$ cat src/rtl/core/ttsup_pkg.sv
// Shared types and constants for the throttle torque supervisor.
package ttsup_pkg;

	// Drive mode as reported on run_mode
	typedef enum logic [1:0] {
		MODE_STOP  = 2'd0,
		MODE_RUN   = 2'd1,
		MODE_ERROR = 2'd2
	} mode_t;

	// Mode request codes carried with each tick
	typedef enum logic [1:0] {
		REQ_NONE  = 2'd0,
		REQ_STOP  = 2'd1,
		REQ_RUN   = 2'd2,
		REQ_ERROR = 2'd3
	} req_t;

	// Configuration register indexes
	typedef enum logic [2:0] {
		CFG_MAX_TORQUE   = 3'd0,
		CFG_MAX_SPEED    = 3'd1,
		CFG_LOW_VOLTAGE  = 3'd2,
		CFG_EMPTY_VOLT   = 3'd3,
		CFG_LOW_LIMIT    = 3'd4,
		CFG_EMPTY_LIMIT  = 3'd5,
		CFG_IDLE_LIMIT   = 3'd6,
		CFG_UNUSED       = 3'd7
	} cfg_idx_t;

	// Division by 1000 done as multiply by ceil(2^36/1000) and shift by 36.
	// Exact for products below 2^26 (max_torque * |throttle| <= 65535*1024).
	localparam int          DIV_SHIFT = 36;
	localparam logic [26:0] DIV_K     = 27'd68719477;

	// max_torque pre-scaled by DIV_K, and the product with |throttle|
	typedef logic [42:0] mtk_t;
	typedef logic [53:0] prod_t;

	localparam logic [15:0] TORQUE_SAT = 16'hFFFF;
	localparam logic [16:0] IDLE_MAX   = 17'h1FFFF;

	// Reset values of the configuration registers
	localparam logic [15:0] RST_LOW_VOLTAGE = 16'd35000;
	localparam logic [15:0] RST_EMPTY_VOLT  = 16'd33000;
	localparam logic [7:0]  RST_LOW_LIMIT   = 8'd100;
	localparam logic [7:0]  RST_EMPTY_LIMIT = 8'd200;
	localparam logic [15:0] RST_IDLE_LIMIT  = 16'd6000;

endpackage

$ cat src/rtl/core/ttsup_torque.sv
// Torque command: max_torque * throttle / 1000, truncated, saturated, forward torque low-battery gated.
module ttsup_torque (
	input  ttsup_pkg::mtk_t     mt_k,
	input  logic signed [10:0]  throttle,
	input  logic                low_batt,
	output logic signed [16:0]  torque
);

	logic [10:0]        mag;
	ttsup_pkg::prod_t   prod;
	logic [17:0]        quot;
	logic [15:0]        sat;

	// Magnitude of throttle; -1024 wraps to 1024 as unsigned, which is correct
	assign mag  = throttle[10] ? 11'(-throttle) : 11'(throttle);

	// Reciprocal multiply, quotient from the top bits
	assign prod = ttsup_pkg::prod_t'(mt_k) * ttsup_pkg::prod_t'(mag);
	assign quot = prod[53:ttsup_pkg::DIV_SHIFT];
	assign sat  = (quot > 18'(ttsup_pkg::TORQUE_SAT)) ? ttsup_pkg::TORQUE_SAT : quot[15:0];

	// Reverse torque is never gated; forward torque drops to zero on low battery
	always_comb begin
		if (throttle[10]) begin
			torque = -$signed({1'b0, sat});
		end else if (low_batt) begin
			torque = '0;
		end else begin
			torque = $signed({1'b0, sat});
		end
	end

endmodule

$ cat src/rtl/core/throttle_torque_supervisor_core.sv
// Top level of the throttle torque supervisor: config registers, tick logic, result register.
//
// One input beat per control tick on s_t*: bus voltage, throttle, button and mode request.
// One result beat per tick on m_t*: torque command, mode, low-battery flag, power hold and
// the drive start/stop pulses. Configuration goes through cfg_we/cfg_index/cfg_wdata.
// The user must write it while no tick is in flight; the block does not enforce this.
// Indexes past the register list are ignored. A beat is registered on acceptance, then
// evaluated against the supervisor state into the output register when that is free or
// draining. Throughput is one beat per cycle while m_tready is high; the input stage and
// output register are separate, so a new beat is taken while a result waits. When m_tready
// stays low the result holds, the input stage fills, and s_tready drops until it is taken.
// Reset clears the mode to stop, all counters and flags, the shutdown state, and loads the
// configuration defaults. After a shutdown tick the block answers every later tick with
// power_hold low, zero torque and no pulses, mode and low-battery flag frozen.
// The torque path is one 43x11 multiply against max_torque prescaled by the reciprocal of
// 1000; the prescaled value is refreshed on each max_torque write.
module throttle_torque_supervisor_core (
	input  logic        clk,
	input  logic        arst_n,
	// input beats
	input  logic        s_tvalid,
	output logic        s_tready,
	input  logic [31:0] s_tdata,   // bus_voltage_mv[15:0], throttle[26:16], button_pressed[27],
	                               // mode_request[29:28], zero[31:30]
	// result beats
	output logic        m_tvalid,
	input  logic        m_tready,
	output logic [23:0] m_tdata,   // torque_cmd[16:0], run_mode[18:17], low_battery[19],
	                               // power_hold[20], drive_start[21], drive_stop[22], zero[23]
	// configuration writes
	input  logic        cfg_we,
	input  logic [2:0]  cfg_index,
	input  logic [15:0] cfg_wdata
);

	// Configuration
	ttsup_pkg::mtk_t mt_k_q;
	logic [15:0] max_speed_q;
	logic [15:0] low_volt_q;
	logic [15:0] empty_volt_q;
	logic [7:0]  low_limit_q;
	logic [7:0]  empty_limit_q;
	logic [15:0] idle_limit_q;

	// Input stage
	logic               valid_s1;
	logic [15:0]        volt_s1;
	logic signed [10:0] thr_s1;
	logic               btn_s1;
	ttsup_pkg::req_t    req_s1;

	// Supervisor state
	ttsup_pkg::mode_t mode_q;
	logic        flag_q;
	logic [7:0]  low_cnt_q;
	logic [7:0]  empty_cnt_q;
	logic [16:0] idle_cnt_q;
	logic        halted_q;

	// Next state
	ttsup_pkg::mode_t mode_n;
	logic        flag_n;
	logic [7:0]  low_cnt_n;
	logic [7:0]  empty_cnt_n;
	logic [16:0] idle_cnt_n;
	logic [16:0] idle_base;
	logic        down;
	logic        start_n;
	logic        stop_n;
	logic signed [16:0] torque_raw;
	logic signed [16:0] torque_n;

	// Result register
	logic               out_valid_q;
	logic signed [16:0] torque_q;
	ttsup_pkg::mode_t   run_mode_q;
	logic               low_batt_q;
	logic               power_q;
	logic               start_q;
	logic               stop_q;

	logic advance;

	// Handshake: the input stage moves on when the result register is free or draining
	assign advance  = valid_s1 && (!out_valid_q || m_tready);
	assign s_tready = !valid_s1 || advance;

	// Configuration registers; max_torque is kept prescaled for the divide
	always_ff @(posedge clk or negedge arst_n) begin
		if (!arst_n) begin
			mt_k_q        <= '0;
			max_speed_q   <= '0;
			low_volt_q    <= ttsup_pkg::RST_LOW_VOLTAGE;
			empty_volt_q  <= ttsup_pkg::RST_EMPTY_VOLT;
			low_limit_q   <= ttsup_pkg::RST_LOW_LIMIT;
			empty_limit_q <= ttsup_pkg::RST_EMPTY_LIMIT;
			idle_limit_q  <= ttsup_pkg::RST_IDLE_LIMIT;
		end else if (cfg_we) begin
			case (ttsup_pkg::cfg_idx_t'(cfg_index))
				ttsup_pkg::CFG_MAX_TORQUE: begin
					mt_k_q <= ttsup_pkg::mtk_t'(cfg_wdata) * ttsup_pkg::mtk_t'(ttsup_pkg::DIV_K);
				end
				ttsup_pkg::CFG_MAX_SPEED:   max_speed_q   <= cfg_wdata;
				ttsup_pkg::CFG_LOW_VOLTAGE: low_volt_q    <= cfg_wdata;
				ttsup_pkg::CFG_EMPTY_VOLT:  empty_volt_q  <= cfg_wdata;
				ttsup_pkg::CFG_LOW_LIMIT:   low_limit_q   <= cfg_wdata[7:0];
				ttsup_pkg::CFG_EMPTY_LIMIT: empty_limit_q <= cfg_wdata[7:0];
				ttsup_pkg::CFG_IDLE_LIMIT:  idle_limit_q  <= cfg_wdata;
				default: ;
			endcase
		end
	end

	// Input stage: valid bit
	always_ff @(posedge clk or negedge arst_n) begin
		if (!arst_n) begin
			valid_s1 <= 1'b0;
		end else if (s_tready) begin
			valid_s1 <= s_tvalid;
		end
	end

	// Input stage: payload
	always_ff @(posedge clk) begin
		if (s_tvalid && s_tready) begin
			volt_s1 <= s_tdata[15:0];
			thr_s1  <= $signed(s_tdata[26:16]);
			btn_s1  <= s_tdata[27];
			req_s1  <= ttsup_pkg::req_t'(s_tdata[29:28]);
		end
	end

	// Torque for this tick, using the updated low-battery flag
	ttsup_torque u_torque (
		.mt_k     (mt_k_q),
		.throttle (thr_s1),
		.low_batt (flag_n),
		.torque   (torque_raw)
	);

	// Tick evaluation: request, voltage counters, idle check
	always_comb begin
		mode_n      = mode_q;
		flag_n      = flag_q;
		low_cnt_n   = low_cnt_q;
		empty_cnt_n = empty_cnt_q;
		idle_cnt_n  = idle_cnt_q;
		idle_base   = idle_cnt_q;
		down        = 1'b0;
		start_n     = 1'b0;
		stop_n      = 1'b0;
		if (!halted_q) begin
			case (req_s1)
				ttsup_pkg::REQ_RUN: begin
					if (thr_s1 == 11'sd0) begin
						mode_n  = ttsup_pkg::MODE_RUN;
						start_n = 1'b1;
					end
				end
				ttsup_pkg::REQ_STOP: begin
					mode_n = ttsup_pkg::MODE_STOP;
					stop_n = 1'b1;
				end
				ttsup_pkg::REQ_ERROR: begin
					mode_n = ttsup_pkg::MODE_ERROR;
					stop_n = 1'b1;
				end
				default: ;
			endcase

			// low counter with flag hysteresis at both ends
			if (volt_s1 < low_volt_q) begin
				if (low_cnt_q >= low_limit_q) begin
					low_cnt_n = low_limit_q;
					flag_n    = 1'b1;
				end else begin
					low_cnt_n = low_cnt_q + 8'd1;
				end
			end else if (low_cnt_q == 8'd0) begin
				flag_n = 1'b0;
			end else begin
				low_cnt_n = low_cnt_q - 8'd1;
			end

			// empty counter; past its limit the block shuts down
			if (volt_s1 < empty_volt_q) begin
				if (empty_cnt_q >= empty_limit_q) begin
					down = 1'b1;
				end else begin
					empty_cnt_n = empty_cnt_q + 8'd1;
				end
			end else if (empty_cnt_q != 8'd0) begin
				empty_cnt_n = empty_cnt_q - 8'd1;
			end

			// idle check, then clear on activity and count
			if (!down) begin
				if (idle_cnt_q > {1'b0, idle_limit_q}) begin
					down = 1'b1;
				end else begin
					if (thr_s1 != 11'sd0 || btn_s1) begin
						idle_base = '0;
					end
					idle_cnt_n = (idle_base == ttsup_pkg::IDLE_MAX) ? idle_base
					                                                : idle_base + 17'd1;
				end
			end
		end
	end

	// Torque only leaves the block in run mode on a live tick
	assign torque_n = (!halted_q && !down && mode_n == ttsup_pkg::MODE_RUN) ? torque_raw : '0;

	// State update once per evaluated tick
	always_ff @(posedge clk or negedge arst_n) begin
		if (!arst_n) begin
			mode_q      <= ttsup_pkg::MODE_STOP;
			flag_q      <= 1'b0;
			low_cnt_q   <= '0;
			empty_cnt_q <= '0;
			idle_cnt_q  <= '0;
			halted_q    <= 1'b0;
		end else if (advance) begin
			mode_q      <= mode_n;
			flag_q      <= flag_n;
			low_cnt_q   <= low_cnt_n;
			empty_cnt_q <= empty_cnt_n;
			idle_cnt_q  <= idle_cnt_n;
			halted_q    <= halted_q | down;
		end
	end

	// Result register: valid
	always_ff @(posedge clk or negedge arst_n) begin
		if (!arst_n) begin
			out_valid_q <= 1'b0;
		end else if (advance) begin
			out_valid_q <= 1'b1;
		end else if (m_tready) begin
			out_valid_q <= 1'b0;
		end
	end

	// Result register: payload
	always_ff @(posedge clk) begin
		if (advance) begin
			torque_q   <= torque_n;
			run_mode_q <= mode_n;
			low_batt_q <= flag_n;
			power_q    <= !(halted_q || down);
			start_q    <= start_n;
			stop_q     <= stop_n;
		end
	end

	assign m_tvalid = out_valid_q;
	assign m_tdata  = {1'b0, stop_q, start_q, power_q, low_batt_q, run_mode_q, torque_q};

	// max_speed is held for the drive side; no result field carries it
	logic unused_speed;
	assign unused_speed = ^max_speed_q;

endmodule
$ cat config.mk
export PLATFORM = sky130hd
export DESIGN_NAME = throttle_torque_supervisor_core
export DESIGN_NICKNAME = d
export VERILOG_FILES = /design/src/rtl/core/ttsup_pkg.sv /design/src/rtl/core/ttsup_torque.sv /design/src/rtl/core/throttle_torque_supervisor_core.sv
export SDC_FILE = /design/constraint.sdc
export NUM_CORES = 2
export LEC_CHECK = 0
export BUFFER_PORTS_ARGS = -buffer_cell sky130_fd_sc_hd__buf_2
export CORE_UTILIZATION = 59
export DETAILED_ROUTE_END_ITERATION = 6
export PLACE_DENSITY = 0.79
export SYNTH_ARGS = -nofsm -noshare
export SYNTH_HDL_FRONTEND = slang
export SYNTH_SLANG_ARGS = --single-unit
$ cat constraint.sdc
create_clock -name clk -period 9.55 [get_ports clk]
set_input_delay 1.4325 -clock clk [delete_from_list [all_inputs] [get_ports clk]]
set_output_delay 1.4325 -clock clk [all_outputs]
set_load 0.05 [all_outputs]
---- Word-level counts from Yosys, hierarchy flattened ----
Index checks and enable logic that the tools add are counted.
cells by class
  add/sub/neg operators ................... 7
  multiply operators ...................... 2
  $lt $le $gt $ge ......................... 6
  equality and inequality tests ........... 12
  mux-type cells .......................... 32
  bitwise operators ....................... 5
  reductions and logical operators ........ 31
operator list
  cell                                                                    number
  17-bit two-way mux                                                      6
  43-bit by 11-bit multiplier with 54-bit output                          1
  8-bit two-way mux                                                       6
  16-bit by 27-bit multiplier with 43-bit output, second input constant   1
  16-bit < comparator                                                     2
  16-bit two-way mux                                                      2
  18-bit by 16-bit > comparator with 1-bit output, second input constant  1
  17-bit by 1-bit adder with 17-bit output, second input constant         1
  17-bit equality test, second input constant                             1
  17-bit by 16-bit > comparator with 1-bit output                         1
  16-bit negation with 17-bit output                                      1
  8-bit by 1-bit adder with 8-bit output, second input constant           2
  8-bit greater-or-equal comparator                                       2
  8-bit by 1-bit subtractor with 8-bit output, second input constant      2
  1-bit two-way mux                                                       14
  2-bit AND reduction                                                     6
  11-bit logical NOT                                                      1
  11-bit two-way mux                                                      1
  11-bit negation                                                         1
  11-bit nonzero test                                                     1
  3-bit equality test, second input constant                              3
  8-bit logical NOT                                                       1
  4-bit AND reduction                                                     2
  8-bit nonzero test                                                      1
  other kinds (15)                                                        35
storage, ports and cells
  bits in registers ....................... 199
  input port bits ......................... 56
  output and inout bits ................... 26
  word-level logic and storage cells ...... 119

---- Longest topological paths before layout ----
  depth after elaboration ................. 9
  mapped depth ............................ 39

---- Hierarchy ----
From an unflattened synthesis, not the netlist that was laid out.
second synthesis, totals
  cell total of the unflattened synthesis .. 3432
  area, all modules ....................... 31606.6 sq um
modules (own cells, without submodules)
  module                           times used  cells an instance  area each (sq um)  sequential area each (sq um)
  throttle_torque_supervisor_core  1           1619               16356.9            5275.1
  ttsup_torque                     1           1813               15249.6            0.0

---- Worst setup path before layout ----
OpenSTA, ideal clock, no wires.
  path kind ............................... register to register
  start point ............................. register thr_s1[0]
  end point ............................... register torque_q[14] (data pin)
  library setup time ...................... 163 ps
  arrival ................................. 8725 ps
  setup slack ............................. 662 ps
  cell stages (with the launch flop) ...... 35
  buffers on the path ..................... 5
  clock period less this slack ............ 8888 ps
  cells stage by stage .................... edfxtp_1 clkbuf_1 clkbuf_1 inv_1 ha_1 or3b_1 or3_1 o31a_1 xor2_1 clkbuf_1 and2_1 fa_1 fa_1 fa_1 fa_1 inv_1 fa_1 inv_1 ha_1 a21oi_1 o211ai_1 o311a_1 a211oi_1 o31a_2 o211ai_1 a21oi_2 clkbuf_1 and2_1 ha_1 and2_1 nand2_1 or2_0 buf_2 or4_1 o221ai_1
on the way
  longest elaborated chain between the ends .. 7
  elaborated cells on any way between the ends .. 14
ends and longest elaborated chain
  what                                                                             RTL line                                source
  start, declared                                                                  throttle_torque_supervisor_core.sv:48   logic signed [10:0] thr_s1;
  start signal, assigned                                                           throttle_torque_supervisor_core.sv:127  thr_s1 <= $signed(s_tdata[26:16]);
  11-bit negation                                                                  ttsup_torque.sv:15                      assign mag = throttle[10] ? 11'(-throttle) : 11'(throttle);
  11-bit two-way mux                                                               ttsup_torque.sv:15
  43-bit by 11-bit multiplier with 54-bit output                                   ttsup_torque.sv:18                      assign prod = ttsup_pkg::prod_t'(mt_k) * ttsup_pkg::prod_t'(mag);
  18-bit by 16-bit > comparator with 1-bit output                                  ttsup_torque.sv:20                      assign sat = (quot > 18'(ttsup_pkg::TORQUE_SAT)) ? ttsup_pkg::TORQUE_SAT : quot[15:0];
  16-bit two-way mux                                                               ttsup_torque.sv:20
  16-bit negation with 17-bit output / 16-bit two-way mux (equally long branches)  ttsup_torque.sv:25, ttsup_torque.sv:26
  17-bit two-way mux                                                               ttsup_torque.sv:24                      if (throttle[10]) begin
  end signal, assigned                                                             throttle_torque_supervisor_core.sv:247  torque_q <= torque_n;
  end, declared                                                                    throttle_torque_supervisor_core.sv:75   logic signed [16:0] torque_q;
Several ways; a longest one is shown, not always the timed one.
A chain may end at the register's enable or synchronous reset.

---- Final worst setup path ----
  start point ............................. register thr_s1[1]
  end point ............................... register torque_q[14] (data pin)
Same word-level chain as after synthesis.

==> results.py <==
metrics = {
    "drt": {
        "vias": 22879,
        "ant_nets": 0,
        "first_pass_iters": 6,
        "vias_per_cell": 5.753,
        "post_drt_wl_per_cell_um": 18.00,
        "drc": 0,
        "drtIter0Drc": 1671,
        "routed_wirelength_um": 71590,
    },
    "clock_network": {
        "insertion_delay_ps": 500,
        "cts_buffer_depth": 2,
        "clkSlewWorstSetupHoldPaths_ps": 90,
        "clock_sinks": 199,
        "cts_max_level": 4,
        "cts_tree": "done",
        "clockRootBuffer": "clkbuf_16",
        "cts_hold_buf": 0,
        "cts_inserted_buffers": 17,
    },
    "hold_path": {
        "whs_endpoint": "idle_limit_q[4]",
        "hold_class": "reg -> reg",
        "hp-start": "idle_limit_q[4]",
        "whs_path_depth": 2,
    },
    "cells_and_area": {
        "layout_common_cells": "inv_1, nand2_1, fa_1",
        "seq_area_um2": 5275,
        "multi_input_area_um2": 22680,
        "nNetsFinal": 4156,
        "nFillCells": 4137,
        "area_delta_synth_final_pct": 5.852,
        "final_common_cell": "inv_1",
        "drive_above_1_share": 0.06838,
        "antenna_cells": 0,
    },
    "yosys": {
        "synth_flop_cell": "dfrtp_1",
        "postSynthAreaPerCell_um2": 9.225,
        "ys_warn_count": 0,
        "synth-xor-area-share": 0.02160,
        "synth_top_family_by_area": "adder cells",
        "yosysSeqAreaShare": 0.1735,
        "async_flop_share": 0.7337,
        "synth_fa_ha_area_frac": 0.4513,
        "synth_area_um2": 30400,
        "muxShareOfSynthArea": 0.009465,
        "syn_nets": 4160,
        "yosys_register_bits": 199,
        "synth.distinct_cells": 88,
        "synth_compound_area_frac": 0.1066,
        "synthCells": 3296,
        "yosys.area_share.simple": 0.1526,
        "synth-edff-count": 53,
    },
    "setup_path": {
        "critical_path.startpoint_type": "register",
        "crit_start": "thr_s1[1]",
        "path_max_fanout": 14,
        "crit_buf_inv": 3,
        "path_common_cell": "fa_1",
        "critPathRequiredTime_ps": 9800,
        "worstSetupPathType": "reg -> reg",
        "reg2reg_slack_ps": 430,
        "arrival_ps": 9370,
        "reg2reg_depth": 30,
        "worst_setup_path_end_kind": "register",
        "critPathMaxStageDelay_ps": 860,
        "cp_top_family": "adder cells",
        "r2r-end": "torque_q[14]",
        "critPathSlowestCell": "xnor2_2",
        "rr_startpoint": "thr_s1[1]",
    },
    "floorplan": {
        "io_pins": 82,
        "die_w_um": 229.0,
        "dieArea_um2": 52440,
        "rows": 82,
        "die_y_um": 229.0,
        "coreArea_um2": 50480,
        "start_util": 0.6023,
    },
    "global_routing": {
        "grt_max_degree": 82,
        "grt_pass1_wl_um": 119800,
        "grt_antenna_before_repair": 0,
        "grt_pass1_vias": 23764,
        "grt-ovfl-total": 0,
        "grt.total_usage": 0.2873,
    },
    "timing": {
        "min_period_over_period": 0.9552,
        "setup_viol": 0,
        "slew_headroom": 0.2577,
        "worst_hold_slack_ps": 483.0,
        "rsz0062_at_grt": "false",
        "min_period_ps": 9123,
        "slew_violations": 0,
        "tightest_slew_ps": 1109,
        "max_clock_freq_mhz": 109.6,
        "clock_skew_ps": 23.32,
        "timing.setup.tns_ps": 0,
        "hold_violations": 0,
    },
    "job": {
        "cap_violations": 0,
    },
    "outcome": {
        "outcome": "complete, no violations",
    },
    "place": {
        "dp.final_hpwl_um": 56980,
        "portBuffers": 78,
        "gp_congestion": 0.9490,
    },
}
==> registers in the layout, summed over array words and instances (netlist names), 11 cells and up <==
signal        count
torque_q         17
low_volt_q       16
empty_volt_q     16
thr_s1           11
volt_s1          16
mt_k_q           43
idle_limit_q     16
idle_cnt_q       17
==> how the worst max path moves through the flow <==
stage               slack, ps            to  cells past startpoint
finish                    430  torque_q[14]                     30
global route                5  torque_q[14]                     32
CTS                       100  torque_q[14]                     29
detailed placement        140  torque_q[14]                     29
global placement          260  torque_q[14]                     29
floorplan                 660  torque_q[14]                     34
==> repair_timing <==
item | in CTS | in global routing
buffers inserted | 0 | 1
endpoints found under the setup margin | 0 | 7
resized for setup | 0 | 5
==> cells by family (layout without fill, tap and decap cells) <==
logic type,after synthesis,count (layout)
and+or+nand+nor,987,987
adders and majority gates,808,808
buffers and inverters,680,689
AOI/OAI and AO/OA,520,520
DFF,199,199
xor gates and xnor gates,75,75
muxes,26,26
other,1,1
==> metrics by stage <==
step                        util  setup WS, ps  cells  area (um2)
after detailed placement  0.6234         136.1   3944       31470
after CTS                 0.6365         102.2   3976       32130
after global routing      0.6376         5.317   3977       32180
after global placement    0.6234         258.2   3944       31470
after floorplan                -         662.2   3296       30400
final                     0.6376         427.5   3977       32180
==> metal layers <==
metal / track usage / vias to the layer above / share of wire
li1: - / 10603 / -
met1: 0.3793 / 11259 / 0.42
met2: 0.4705 / 860 / 0.47
met3: 0.05129 / 157 / 0.072
met4: 0.1160 / 0 / 0.039
met5: 0 / - / 0
==> cell type report <==
class	instances	share of cell area
multi-input cells	2417	0.7048
clock inverters	15	0.007192
flip-flops and latches	199	0.1639
repair buffers	117	0.02181
clock buffers	17	0.01322
well taps	672	0.02613
inverters	540	0.06298
==> cell usage after synthesis (5+ instances only) <==
| library cell | instances | area, um2 |
|---|---|---|
| inv_1 | 540 | 2027 |
| nand2_1 | 536 | 2012 |
| fa_1 | 481 | 9629 |
| ha_1 | 327 | 4091 |
| and2_1 | 178 | 1114 |
| o21ai_0 | 178 | 890.9 |
| clkbuf_1 | 133 | 499.2 |
| dfrtp_1 | 122 | 3053 |
| a21oi_1 | 112 | 560.5 |
| nor2_1 | 75 | 281.5 |
| a21o_1 | 57 | 427.9 |
| edfxtp_1 | 53 | 1592 |
| xnor2_1 | 38 | 332.8 |
| xor2_1 | 37 | 324.1 |
| nand3_1 | 35 | 175.2 |
| nor3_1 | 29 | 145.1 |
| nand4_1 | 26 | 162.7 |
| dfstp_2 | 24 | 630.6 |
| nor4_1 | 20 | 125.1 |
| and3_1 | 19 | 118.9 |
| mux2_2 | 18 | 202.7 |
| o21a_1 | 17 | 127.6 |
| o21ai_1 | 17 | 85.08 |
| a31oi_1 | 15 | 93.84 |
| nand2b_1 | 14 | 87.58 |
| o211ai_1 | 14 | 105.1 |
| o31ai_1 | 14 | 105.1 |
| o21bai_1 | 12 | 90.09 |
| a211oi_1 | 10 | 75.07 |
| nor2b_1 | 9 | 56.30 |
| or3_1 | 9 | 56.30 |
| a211o_1 | 7 | 61.31 |
| a311oi_1 | 7 | 61.31 |
| mux2i_1 | 7 | 70.07 |
| or4_1 | 7 | 52.55 |
| buf_4 | 5 | 37.54 |
| or2_2 | 5 | 31.28 |
==> tightest hold or removal path, delay by kind of cell (launching register included) <==
family             cells  cell delay [ps]
DFF                    1              370
AOI/OAI and AO/OA      1               70
and+or+nand+nor        1               40
Power is not shown: default switching activity piles up to over one toggle a cycle in this logic, so the estimate is an artifact.
